## config.mk

```make
export PLATFORM = sky130hd
export DESIGN_NAME = first_fit_block_allocator_flat
export DESIGN_NICKNAME = d
export VERILOG_FILES = /design/src/ffa_pkg.sv /design/src/ffa_req_if.sv /design/src/ffa_rsp_if.sv /design/src/ffa_cfg_if.sv /design/src/ffa_table.sv /design/src/ffa_match.sv /design/src/ffa_ctrl.sv /design/src/first_fit_block_allocator.sv /design/src/flat_wrapper.sv
export SDC_FILE = /design/constraint.sdc
export NUM_CORES = 2
export LEC_CHECK = 0
export BUFFER_PORTS_ARGS = -buffer_cell sky130_fd_sc_hd__buf_2
export CAP_MARGIN = 10
export CORE_MARGIN = 8
export CORE_UTILIZATION = 45
export CTS_CLUSTER_DIAMETER = 200
export DETAILED_ROUTE_END_ITERATION = 16
export GPL_TIMING_DRIVEN = 0
export HOLD_SLACK_MARGIN = 0.15
export PLACE_DENSITY = 0.69
export SYNTH_ARGS = -nofsm -noshare
export SYNTH_HDL_FRONTEND = slang
export SYNTH_SLANG_ARGS = --single-unit
```

## constraint.sdc

```tcl
create_clock -name i_clk -period 26.9 [get_ports i_clk]
set_clock_uncertainty 0.15 [all_clocks]
set_input_delay 4.035 -clock i_clk [delete_from_list [all_inputs] [get_ports i_clk]]
set_output_delay 4.035 -clock i_clk [all_outputs]
set_load 0.05 [all_outputs]
```

## src/ffa_pkg.sv

```systemverilog
`timescale 1ns / 1ps

package ffa_pkg;

    // Field widths fixed by the port layout
    localparam int ADDR_BITS  = 16;
    localparam int SIZE_W     = 16;
    localparam int LIMIT_W    = ADDR_BITS + 1;
    localparam int TOP_W      = ADDR_BITS + 1;
    localparam int NEED_W     = ADDR_BITS + 2;

    localparam logic [LIMIT_W-1:0] HEAP_LIMIT_RESET = LIMIT_W'(65536);
    localparam logic [TOP_W-1:0]   ADDR_SPAN        = TOP_W'(1) << ADDR_BITS;

    // Defaults for the top-level parameters
    localparam int DEF_MAX_BLOCKS   = 64;
    localparam int DEF_HEADER_BYTES = 16;

    // Request kinds
    localparam logic MODE_ALLOC = 1'b0;
    localparam logic MODE_FREE  = 1'b1;

    // Result status codes
    typedef enum logic [1:0] {
        STATUS_OK      = 2'd0,
        STATUS_NULL    = 2'd1,
        STATUS_NOSPACE = 2'd2,
        STATUS_UNKNOWN = 2'd3
    } t_status;

    // Sequencer states
    typedef enum logic [1:0] {
        S_IDLE,
        S_SCAN,
        S_DONE
    } t_state;

    // One block table entry
    typedef struct packed {
        logic              free;
        logic [SIZE_W-1:0] size;
        logic [ADDR_BITS-1:0] start;
    } t_entry;

endpackage

```

## src/ffa_req_if.sv

```systemverilog
`timescale 1ns / 1ps

interface ffa_req_if;
    logic        valid;
    logic        ready;
    logic        mode;
    logic [15:0] request_size;
    logic [15:0] release_address;

    modport source (output valid, output mode, output request_size,
                    output release_address, input ready);
    modport sink   (input valid, input mode, input request_size,
                    input release_address, output ready);
endinterface

```

## src/ffa_rsp_if.sv

```systemverilog
`timescale 1ns / 1ps

interface ffa_rsp_if;
    logic        valid;
    logic        ready;
    logic [15:0] data_address;
    logic [1:0]  status;

    modport source (output valid, output data_address, output status, input ready);
    modport sink   (input valid, input data_address, input status, output ready);
endinterface

```

## src/ffa_cfg_if.sv

```systemverilog
`timescale 1ns / 1ps

interface ffa_cfg_if;
    logic        valid;
    logic        ready;
    logic [16:0] heap_limit;

    modport source (output valid, output heap_limit, input ready);
    modport sink   (input valid, input heap_limit, output ready);
endinterface

```

## src/ffa_table.sv

```systemverilog
`timescale 1ns / 1ps

module ffa_table #(
    parameter int MAX_BLOCKS = 64
) (
    input  logic                          i_clk,
    input  logic                          i_wr_en,
    input  logic [$clog2(MAX_BLOCKS)-1:0] i_wr_idx,
    input  ffa_pkg::t_entry               i_wr_entry,
    input  logic [$clog2(MAX_BLOCKS)-1:0] i_rd_idx,
    output ffa_pkg::t_entry               o_rd_entry
);
    import ffa_pkg::*;

    t_entry r_mem [MAX_BLOCKS];
    t_entry r_rd_entry;

    // Write one entry per cycle
    always_ff @(posedge i_clk) begin
        if (i_wr_en) begin
            r_mem[i_wr_idx] <= i_wr_entry;
        end
    end

    // Registered read port
    always_ff @(posedge i_clk) begin
        r_rd_entry <= r_mem[i_rd_idx];
    end

    assign o_rd_entry = r_rd_entry;

endmodule

```

## src/ffa_match.sv

```systemverilog
`timescale 1ns / 1ps

module ffa_match #(
    parameter int HEADER_BYTES = 16
) (
    input  logic                             i_mode,
    input  logic [ffa_pkg::SIZE_W-1:0]       i_size,
    input  logic [ffa_pkg::ADDR_BITS-1:0]    i_addr,
    input  ffa_pkg::t_entry                  i_entry,
    output logic                             o_hit
);
    import ffa_pkg::*;

    logic [ADDR_BITS:0] data_addr;

    // Data address of the entry under test
    assign data_addr = {1'b0, i_entry.start} + (ADDR_BITS + 1)'(HEADER_BYTES);

    // Alloc: first free block large enough; free: exact data address
    always_comb begin
        if (i_mode == MODE_ALLOC) begin
            o_hit = i_entry.free && (i_entry.size >= i_size);
        end else begin
            o_hit = (data_addr == {1'b0, i_addr});
        end
    end

endmodule

```

## src/ffa_ctrl.sv

```systemverilog
`timescale 1ns / 1ps

module ffa_ctrl #(
    parameter int MAX_BLOCKS   = 64,
    parameter int HEADER_BYTES = 16
) (
    input  logic                          i_clk,
    input  logic                          i_rst_n,
    ffa_req_if.sink                       i_req,
    ffa_rsp_if.source                     o_rsp,
    ffa_cfg_if.sink                       i_cfg,
    output logic                          o_wr_en,
    output logic [$clog2(MAX_BLOCKS)-1:0] o_wr_idx,
    output ffa_pkg::t_entry               o_wr_entry,
    output logic [$clog2(MAX_BLOCKS)-1:0] o_rd_idx,
    input  ffa_pkg::t_entry               i_rd_entry,
    output logic                          o_mode,
    output logic [ffa_pkg::SIZE_W-1:0]    o_size,
    output logic [ffa_pkg::ADDR_BITS-1:0] o_addr,
    input  logic                          i_hit
);
    import ffa_pkg::*;

    localparam int IDX_W = $clog2(MAX_BLOCKS);
    localparam int CNT_W = $clog2(MAX_BLOCKS + 1);

    t_state               r_state, n_state;
    logic                 r_mode;
    logic [SIZE_W-1:0]    r_size;
    logic [ADDR_BITS-1:0] r_addr;
    logic [CNT_W-1:0]     r_rd_idx, n_rd_idx;
    logic                 r_chk_vld, n_chk_vld;
    logic [IDX_W-1:0]     r_chk_idx;
    logic [CNT_W-1:0]     r_count, n_count;
    logic [TOP_W-1:0]     r_heap_top, n_heap_top;
    logic [LIMIT_W-1:0]   r_heap_limit;
    logic [ADDR_BITS-1:0] r_res_addr, n_res_addr;
    t_status              r_res_status, n_res_status;
    logic                 r_out_vld, n_out_vld;
    logic [ADDR_BITS-1:0] r_out_addr;
    t_status              r_out_status;

    logic                 req_acc;
    logic                 out_load;
    logic                 null_req;
    logic                 scan_hit;
    logic                 scan_miss;
    logic                 scan_end;
    logic                 tail_hit;
    logic [LIMIT_W-1:0]   limit_eff;
    logic [NEED_W-1:0]    need;
    logic                 no_space;

    assign req_acc     = i_req.valid && i_req.ready;
    assign i_req.ready = (r_state == S_IDLE);
    assign i_cfg.ready = 1'b1;

    assign o_mode = r_mode;
    assign o_size = r_size;
    assign o_addr = r_addr;

    // Scan status for the entry read in the previous cycle
    assign null_req  = (r_mode == MODE_ALLOC) ? (r_size == '0) : (r_addr == '0);
    assign scan_hit  = r_chk_vld && i_hit;
    assign scan_miss = !r_chk_vld && (r_rd_idx >= r_count);
    assign scan_end  = null_req || scan_hit || scan_miss;
    assign tail_hit  = (CNT_W'(r_chk_idx) + CNT_W'(1)) == r_count;

    // Append check against the clamped limit
    assign limit_eff = r_heap_limit[LIMIT_W-1] ? ADDR_SPAN : r_heap_limit;
    assign need      = NEED_W'(r_heap_top) + NEED_W'(HEADER_BYTES) + NEED_W'(r_size);
    assign no_space  = (r_count >= CNT_W'(MAX_BLOCKS)) || (need > NEED_W'(limit_eff));

    assign out_load = (r_state == S_DONE) && (!r_out_vld || o_rsp.ready);

    // Next state
    always_comb begin
        n_state = r_state;
        case (r_state)
            S_IDLE: begin
                if (req_acc) begin
                    n_state = S_SCAN;
                end
            end
            S_SCAN: begin
                if (scan_end) begin
                    n_state = S_DONE;
                end
            end
            S_DONE: begin
                if (out_load) begin
                    n_state = S_IDLE;
                end
            end
            default: n_state = S_IDLE;
        endcase
    end

    // Table access, block bookkeeping and result
    always_comb begin
        n_rd_idx     = r_rd_idx;
        n_chk_vld    = 1'b0;
        n_count      = r_count;
        n_heap_top   = r_heap_top;
        n_res_addr   = r_res_addr;
        n_res_status = r_res_status;
        o_rd_idx     = r_rd_idx[IDX_W-1:0];
        o_wr_en      = 1'b0;
        o_wr_idx     = r_chk_idx;
        o_wr_entry   = i_rd_entry;
        case (r_state)
            S_IDLE: begin
                n_rd_idx = '0;
            end
            S_SCAN: begin
                if (null_req) begin
                    n_res_addr   = '0;
                    n_res_status = STATUS_NULL;
                end else if (scan_hit) begin
                    o_wr_idx = r_chk_idx;
                    if (r_mode == MODE_ALLOC) begin
                        // Reuse the block whole
                        o_wr_en         = 1'b1;
                        o_wr_entry.free = 1'b0;
                        n_res_addr      = ADDR_BITS'({1'b0, i_rd_entry.start}
                                          + (ADDR_BITS + 1)'(HEADER_BYTES));
                    end else if (tail_hit) begin
                        // Drop the last block and lower the heap top
                        n_count    = r_count - CNT_W'(1);
                        n_heap_top = r_heap_top - TOP_W'(HEADER_BYTES)
                                     - TOP_W'(i_rd_entry.size);
                        n_res_addr = '0;
                    end else begin
                        o_wr_en         = 1'b1;
                        o_wr_entry.free = 1'b1;
                        n_res_addr      = '0;
                    end
                    n_res_status = STATUS_OK;
                end else if (scan_miss) begin
                    if (r_mode == MODE_FREE) begin
                        n_res_addr   = '0;
                        n_res_status = STATUS_UNKNOWN;
                    end else if (no_space) begin
                        n_res_addr   = '0;
                        n_res_status = STATUS_NOSPACE;
                    end else begin
                        // Append a new block at the heap top
                        o_wr_en          = 1'b1;
                        o_wr_idx         = r_count[IDX_W-1:0];
                        o_wr_entry.free  = 1'b0;
                        o_wr_entry.size  = r_size;
                        o_wr_entry.start = r_heap_top[ADDR_BITS-1:0];
                        n_count          = r_count + CNT_W'(1);
                        n_heap_top       = need[TOP_W-1:0];
                        n_res_addr       = ADDR_BITS'(r_heap_top + TOP_W'(HEADER_BYTES));
                        n_res_status     = STATUS_OK;
                    end
                end else if (r_rd_idx < r_count) begin
                    // Issue the next read
                    n_rd_idx  = r_rd_idx + CNT_W'(1);
                    n_chk_vld = 1'b1;
                end
            end
            S_DONE: begin
                n_rd_idx = '0;
            end
            default: begin
                n_rd_idx = '0;
            end
        endcase
    end

    // Output register valid
    always_comb begin
        if (out_load) begin
            n_out_vld = 1'b1;
        end else if (o_rsp.ready) begin
            n_out_vld = 1'b0;
        end else begin
            n_out_vld = r_out_vld;
        end
    end

    // Control state
    always_ff @(posedge i_clk) begin
        if (!i_rst_n) begin
            r_state      <= S_IDLE;
            r_rd_idx     <= '0;
            r_chk_vld    <= 1'b0;
            r_count      <= '0;
            r_heap_top   <= '0;
            r_heap_limit <= HEAP_LIMIT_RESET;
            r_out_vld    <= 1'b0;
        end else begin
            r_state    <= n_state;
            r_rd_idx   <= n_rd_idx;
            r_chk_vld  <= n_chk_vld;
            r_count    <= n_count;
            r_heap_top <= n_heap_top;
            r_out_vld  <= n_out_vld;
            if (i_cfg.valid) begin
                r_heap_limit <= i_cfg.heap_limit;
            end
        end
    end

    // Payload registers
    always_ff @(posedge i_clk) begin
        if (req_acc) begin
            r_mode <= i_req.mode;
            r_size <= i_req.request_size;
            r_addr <= i_req.release_address;
        end
        r_chk_idx    <= r_rd_idx[IDX_W-1:0];
        r_res_addr   <= n_res_addr;
        r_res_status <= n_res_status;
        if (out_load) begin
            r_out_addr   <= r_res_addr;
            r_out_status <= r_res_status;
        end
    end

    assign o_rsp.valid        = r_out_vld;
    assign o_rsp.data_address = r_out_addr;
    assign o_rsp.status       = r_out_status;

endmodule

```

## src/first_fit_block_allocator.sv

```systemverilog
`timescale 1ns / 1ps

// First-fit block allocator. Each request transaction on i_req is an allocate
// or a free; each produces exactly one result transaction on o_rsp with the
// block's data address and a status. The block table lives in a memory with
// one write port and one registered read port that is scanned one entry per
// cycle by one shared compare unit; the scan ends at a null request, at a hit
// or at the end of the table. i_req.ready is high only while no request is in
// progress, and a finished result waits in an output register without holding
// off the next request. The heap_limit register is to be written on i_cfg only
// while the allocator is idle; the block itself does not enforce this. No
// clearing pass is needed after reset.
module first_fit_block_allocator #(
    parameter int MAX_BLOCKS   = ffa_pkg::DEF_MAX_BLOCKS,
    parameter int HEADER_BYTES = ffa_pkg::DEF_HEADER_BYTES
) (
    input  logic      i_clk,
    input  logic      i_rst_n,
    ffa_req_if.sink   i_req,
    ffa_rsp_if.source o_rsp,
    ffa_cfg_if.sink   i_cfg
);
    import ffa_pkg::*;

    localparam int IDX_W = $clog2(MAX_BLOCKS);

    logic                 wr_en;
    logic [IDX_W-1:0]     wr_idx;
    t_entry               wr_entry;
    logic [IDX_W-1:0]     rd_idx;
    t_entry               rd_entry;
    logic                 cur_mode;
    logic [SIZE_W-1:0]    cur_size;
    logic [ADDR_BITS-1:0] cur_addr;
    logic                 hit;

    // Sequencer and bookkeeping
    ffa_ctrl #(
        .MAX_BLOCKS   (MAX_BLOCKS),
        .HEADER_BYTES (HEADER_BYTES)
    ) u_ctrl (
        .i_clk      (i_clk),
        .i_rst_n    (i_rst_n),
        .i_req      (i_req),
        .o_rsp      (o_rsp),
        .i_cfg      (i_cfg),
        .o_wr_en    (wr_en),
        .o_wr_idx   (wr_idx),
        .o_wr_entry (wr_entry),
        .o_rd_idx   (rd_idx),
        .i_rd_entry (rd_entry),
        .o_mode     (cur_mode),
        .o_size     (cur_size),
        .o_addr     (cur_addr),
        .i_hit      (hit)
    );

    // Block table
    ffa_table #(
        .MAX_BLOCKS (MAX_BLOCKS)
    ) u_table (
        .i_clk      (i_clk),
        .i_wr_en    (wr_en),
        .i_wr_idx   (wr_idx),
        .i_wr_entry (wr_entry),
        .i_rd_idx   (rd_idx),
        .o_rd_entry (rd_entry)
    );

    // Shared entry compare
    ffa_match #(
        .HEADER_BYTES (HEADER_BYTES)
    ) u_match (
        .i_mode  (cur_mode),
        .i_size  (cur_size),
        .i_addr  (cur_addr),
        .i_entry (rd_entry),
        .o_hit   (hit)
    );

endmodule

```

## src/flat_wrapper.sv

```systemverilog
// flat-port wrapper written by rule: the top's interface ports become plain ports
module first_fit_block_allocator_flat import ffa_pkg::*;
#(
    parameter int MAX_BLOCKS   = ffa_pkg::DEF_MAX_BLOCKS,
    parameter int HEADER_BYTES = ffa_pkg::DEF_HEADER_BYTES
)
  (i_clk, i_rst_n, i_req_valid, i_req_mode, i_req_request_size, i_req_release_address, i_req_ready, o_rsp_valid, o_rsp_data_address, o_rsp_status, o_rsp_ready, i_cfg_valid, i_cfg_heap_limit, i_cfg_ready);
  ffa_req_if i_req_i ();
  ffa_rsp_if o_rsp_i ();
  ffa_cfg_if i_cfg_i ();
  input  logic i_clk;
  input  logic i_rst_n;
  input wire logic [$bits(i_req_i.valid)-1:0] i_req_valid;
  input wire logic [$bits(i_req_i.mode)-1:0] i_req_mode;
  input wire logic [$bits(i_req_i.request_size)-1:0] i_req_request_size;
  input wire logic [$bits(i_req_i.release_address)-1:0] i_req_release_address;
  output wire logic [$bits(i_req_i.ready)-1:0] i_req_ready;
  output wire logic [$bits(o_rsp_i.valid)-1:0] o_rsp_valid;
  output wire logic [$bits(o_rsp_i.data_address)-1:0] o_rsp_data_address;
  output wire logic [$bits(o_rsp_i.status)-1:0] o_rsp_status;
  input wire logic [$bits(o_rsp_i.ready)-1:0] o_rsp_ready;
  input wire logic [$bits(i_cfg_i.valid)-1:0] i_cfg_valid;
  input wire logic [$bits(i_cfg_i.heap_limit)-1:0] i_cfg_heap_limit;
  output wire logic [$bits(i_cfg_i.ready)-1:0] i_cfg_ready;
  assign i_req_i.valid = i_req_valid;
  assign i_req_i.mode = i_req_mode;
  assign i_req_i.request_size = i_req_request_size;
  assign i_req_i.release_address = i_req_release_address;
  assign i_req_ready = i_req_i.ready;
  assign o_rsp_valid = o_rsp_i.valid;
  assign o_rsp_data_address = o_rsp_i.data_address;
  assign o_rsp_status = o_rsp_i.status;
  assign o_rsp_i.ready = o_rsp_ready;
  assign i_cfg_i.valid = i_cfg_valid;
  assign i_cfg_i.heap_limit = i_cfg_heap_limit;
  assign i_cfg_ready = i_cfg_i.ready;
  first_fit_block_allocator #(.MAX_BLOCKS(MAX_BLOCKS), .HEADER_BYTES(HEADER_BYTES)) u_core (.i_clk(i_clk), .i_rst_n(i_rst_n), .i_req(i_req_i), .o_rsp(o_rsp_i), .i_cfg(i_cfg_i));
endmodule
```

==> run_results.csv <==
group,metric,value,unit
logic_synthesis,synth_edf_count,2181,
critical_path,cp_max_fo,11,
layout,layout-drive-gt1-share,31.18,%
floorplan,fp.dieArea,215000,um2
power,p_leak,32.88,nW
run,maxCapViolCount,0,
floorplan,ioPinCount,76,
timing,finalHoldViolCount,0,
power,power.switching,0.001517,W
timing,fin_ws,18.82,ns
place,place.gp.congestion,0.9379,
critical_path,slowest_delay,0.88,ns
power,clock_power_share,42.4,%
clocking,insertion_delay,0.87,ns
logic_synthesis,yosysWarnings,0,
critical_path,reg2reg_slack,18.82,ns
timing,finalCritPeriodShare,30.05,%
clocking,cts_root_buf,"clkbuf_16",
detailed_routing,vias,46020,
critical_path,critPathKind,"reg -> reg",
floorplan,die_w,463.7,um
critical_path,crit_slowest_cell,"nor3_2",
logic_synthesis,seq_area_frac_synth,74.64,%
run_status,outcome,"completed",
power,netSwitchingFraction,20.85,%
critical_path,crit_buf_inv,2,
timing,holdWs,0.2217,ns
global_routing,first_global_vias,45850,
critical_path,cpMostUsedCell,"ha_1",
clocking,htreeDepth,4,
clocking,clockBufferDepth,3,
global_routing,overflow,0,
power,p_int,0.005758,W
clocking,cts_sinks,2272,
logic_synthesis,syn-num-nets,4295,
critical_path,required,27.29,ns
global_routing,grt_max_degree,65,
logic_synthesis,ys_types,81,
clocking,cts_buffers,217,
place,dp_slack,18.94,ns
clocking,cts_setup_buffers,0,
timing,finalSetupTns,0,ns
logic_synthesis,synth_ff_type,"edfxtp_1",
timing,final_max_slew_viol_count,0,
timing,setup_violations,0,
clocking,hold_buffers,0,
power,power_density,68.88,nW/um2
place,hpwl,174.1,mm
critical_path,crit_path_end_kind,"flip-flop",
clocking,cts_tree,"yes",
detailed_routing,drt_wl_total,243.1,mm
global_routing,grt_usage,22.13,%
floorplan,die_y,463.7,um
clocking,clk_pin_slew_worst_paths,0.06,ns
global_routing,grt_pass1_wl,343.2,mm
place,port_buffers,73,
detailed_routing,antenna_left,0,
layout,finish.utilization,52.95,%
floorplan,core_area,199500,um2
critical_path,cp_top_family,"simple AND/OR/NAND/NOR gates",
critical_path,cp.arrival,8.47,ns
min_path,min_path_type,"reg -> reg",
timing,tightest_slew,1.319,ns
timing,max_freq,123.7,MHz
detailed_routing,drt_iter0_markers,6085,
power,pwr-share-seq,54.0,%
layout,nNetsFinal,4878,
power,vdd_ir_drop_max,0.05922,mV
global_routing,antenna_found_initial,10,
critical_path,r2r-start,"u_core.u_ctrl.o_size[0]$_DFFE_PP_",
logic_synthesis,ys_ff_latch,2272,
floorplan,start_util,45.22,%
detailed_routing,avgViaCountPerCell,6.084,
clocking,cts_resized,0,
power,combPwrFrac,3.7,%
timing,rsz0062_at_grt,"false",
timing,timing.final.crit_period,8.082,ns
min_path,holdPathStages,0,
critical_path,path_cells,"ha_1, ha_1, fa_1, a211oi_1, o211ai_1, a31o_1, o31ai_1, nand2b_1, a21oi_1, xnor2_1, ha_1, nand4_1, nor4_1, o2bb2ai_1, a31oi_1, nor4_4, nand3_4, mux2i_2, nand2_1, nor3_2, buf_6, buf_4",
critical_path,rr_worst_depth,22,
detailed_routing,drc,0,
critical_path,r2r_end,"u_core.u_table.r_mem[55][18]$_DFFE_PP_",
logic_synthesis,async_reset_ff_share,0,%
logic_synthesis,synth_area,90190,um2
detailed_routing,drt-pass1-iter-count,6,
min_path,min_to,"u_core.u_ctrl.r_chk_idx[2]$_DFF_P_",
logic_synthesis,synth.avg_cell_area,21.86,um2
timing,slew_headroom,10.91,%
critical_path,worstSetupStartpointType,"flip-flop",
logic_synthesis,synth_cells,4125,
min_path,hp-start,"u_core.u_ctrl.r_rd_idx[2]$_SDFFE_PN0P_",
detailed_routing,avgRoutedWirePerCell,32.14,um
layout,syn_to_final_growth,17.10,%
floorplan,rows,164,
==> cells by family (layout without fill, tap and decap cells) <==
kind of cell	after synthesis	after routing	synth area share, %
xor+xnor	69	69	0.7186
fa+ha+maj	115	115	1.620
compound gates	270	270	1.902
mux	730	730	17.73
flops	2272	2272	74.64
buf+inv	297	1069	1.303
other cells	1	12	0.004158
simple gates	371	371	2.084
==> state kept, by name, indices dropped and copies added, names as in the netlist <==
name	cells
u_core.u_ctrl.r_state	2
u_core.u_ctrl.o_rsp.valid	1
u_core.u_ctrl.o_rsp.data_address	16
u_core.u_ctrl.r_heap_top	17
u_core.u_ctrl.r_res_status	2
u_core.u_ctrl.r_chk_idx	6
u_core.u_table.r_mem	2112
u_core.u_ctrl.r_res_addr	16
u_core.u_ctrl.o_size	16
u_core.u_ctrl.r_heap_limit	17
u_core.u_ctrl.r_count	7
u_core.u_ctrl.r_rd_idx	7
u_core.u_ctrl.o_addr	16
u_core.u_table.o_rd_entry	33
u_core.u_ctrl.r_chk_vld	1
u_core.u_ctrl.o_mode	1
u_core.u_ctrl.o_rsp.status	2
==> cell usage in the layout (no fill, tap or decap), types with 46 or more instances in the layout <==
cell type	Yosys	routed
a21oi_1	71	71
buf_1	56	56
buf_2	15	88
buf_4	7	77
buf_6	2	135
clkbuf_1	126	165
clkbuf_16	0	221
clkinv_1	1	46
clkinv_2	0	47
dfxtp_1	91	91
edfxtp_1	2181	2181
ha_1	112	112
inv_1	90	90
mux4_2	693	693
nand2_1	90	90
nor2_1	75	64
xnor2_1	47	47
==> power by group through the flow <==
stage / Combinational (W) / Sequential, W / Clock [W]
after floorplan: 0.000132 / 0.00401 / 0
after global placement: 0.000219 / 0.00403 / 0
after detailed placement: 0.000264 / 0.00400 / 0
after CTS: 0.000265 / 0.00392 / 0.00312
after global routing: 0.000285 / 0.00392 / 0.00325
final: 0.000267 / 0.00392 / 0.00308
==> worst reg2reg max path, stage by stage, from the launching register on <==
cell and delay, ns:
edfxtp_1 0.53, ha_1 0.26, ha_1 0.25, fa_1 0.50
a211oi_1 0.30, o211ai_1 0.21, a31o_1 0.27, o31ai_1 0.32
nand2b_1 0.12, a21oi_1 0.18, xnor2_1 0.15, ha_1 0.34
nand4_1 0.12, nor4_1 0.41, o2bb2ai_1 0.17, a31oi_1 0.12
nor4_4 0.45, nand3_4 0.25, mux2i_2 0.65, nand2_1 0.64
nor3_2 0.88, buf_6 0.27, buf_4 0.23
==> stage by stage <==
stage / power [W] / cells / area [um2]
after floorplan: 0.004139 / 4125 / 90190
after global placement: 0.004250 / 6854 / 93880
after detailed placement: 0.004263 / 7138 / 98250
after CTS: 0.007307 / 7546 / 105500
after global routing: 0.007454 / 7554 / 105600
final: 0.007274 / 7564 / 105600
==> area by class of cell <==
| type | count | area [um2] |
|---|---|---|
| Antenna cell | 11 | 27.53 |
| Buffer | 206 | 837.1 |
| Clock buffer | 263 | 5688 |
| Clock inverter | 145 | 1529 |
| Fill cell | 14980 | 93840 |
| Inverter | 91 | 341.6 |
| Multi-Input combinational cell | 1556 | 22430 |
| Sequential cell | 2272 | 67310 |
| Tap cell | 2656 | 3323 |
| Timing Repair Buffer | 364 | 4118 |
==> cell usage after synthesis (all sizes together), types with 4 or more instances <==
cell,n,area (um2)
o22ai,17,106.4
nand2b,8,50.05
xor2,19,166.4
inv,90,337.8
xnor2,47,411.6
mux2,7,78.83
o21ai,74,385.4
a31oi,10,83.83
ha,112,1401
a21oi,71,355.3
nor2b,6,37.54
a211oi,28,210.2
nor2,76,287.8
nor4,23,186.4
dfxtp,91,1822
nor4b,4,35.03
mux4,693,15610
o211ai,12,100.1
nand3b,4,30.03
a21o,15,112.6
nand3,39,207.7
o21a,9,67.56
mux2i,30,304.0
nand2,91,349.1
or4,4,30.03
or3,7,43.79
edfxtp,2181,65490
clkbuf,126,473.0
or2,5,31.28
o21bai,4,30.03
buf,80,360.3
nand4,13,81.33
and2,6,37.54
nor3,65,325.3
and3,11,68.82
==> worst max path at each step <==
stage                                                   from                                endpoint  depth (start not counted)
CTS                        u_core.u_ctrl.o_size[0]$_DFFE_PP_  u_core.u_table.r_mem[55][11]$_DFFE_PP_                         22
global placement           u_core.u_ctrl.o_size[0]$_DFFE_PP_  u_core.u_table.r_mem[36][11]$_DFFE_PP_                         21
global route        u_core.u_ctrl.r_heap_top[1]$_SDFFE_PN0P_  u_core.u_table.r_mem[55][15]$_DFFE_PP_                         22
finish                     u_core.u_ctrl.o_size[0]$_DFFE_PP_  u_core.u_table.r_mem[55][18]$_DFFE_PP_                         22
detailed placement  u_core.u_ctrl.r_heap_top[1]$_SDFFE_PN0P_  u_core.u_table.r_mem[55][11]$_DFFE_PP_                         22
floorplan                  u_core.u_ctrl.o_size[1]$_DFFE_PP_   u_core.u_table.r_mem[32][0]$_DFFE_PP_                         21
==> routing by layer <==
metal,vias to the layer above,GRT usage [%],part of all wire [%]
met5,-,0,0.011
met1,24390,29.51,38
met3,475,5.448,10
met2,2512,34.68,47
met4,4,10.10,5.4
li1,18640,-,-
Note: power is estimated with default switching activity, not from simulation.
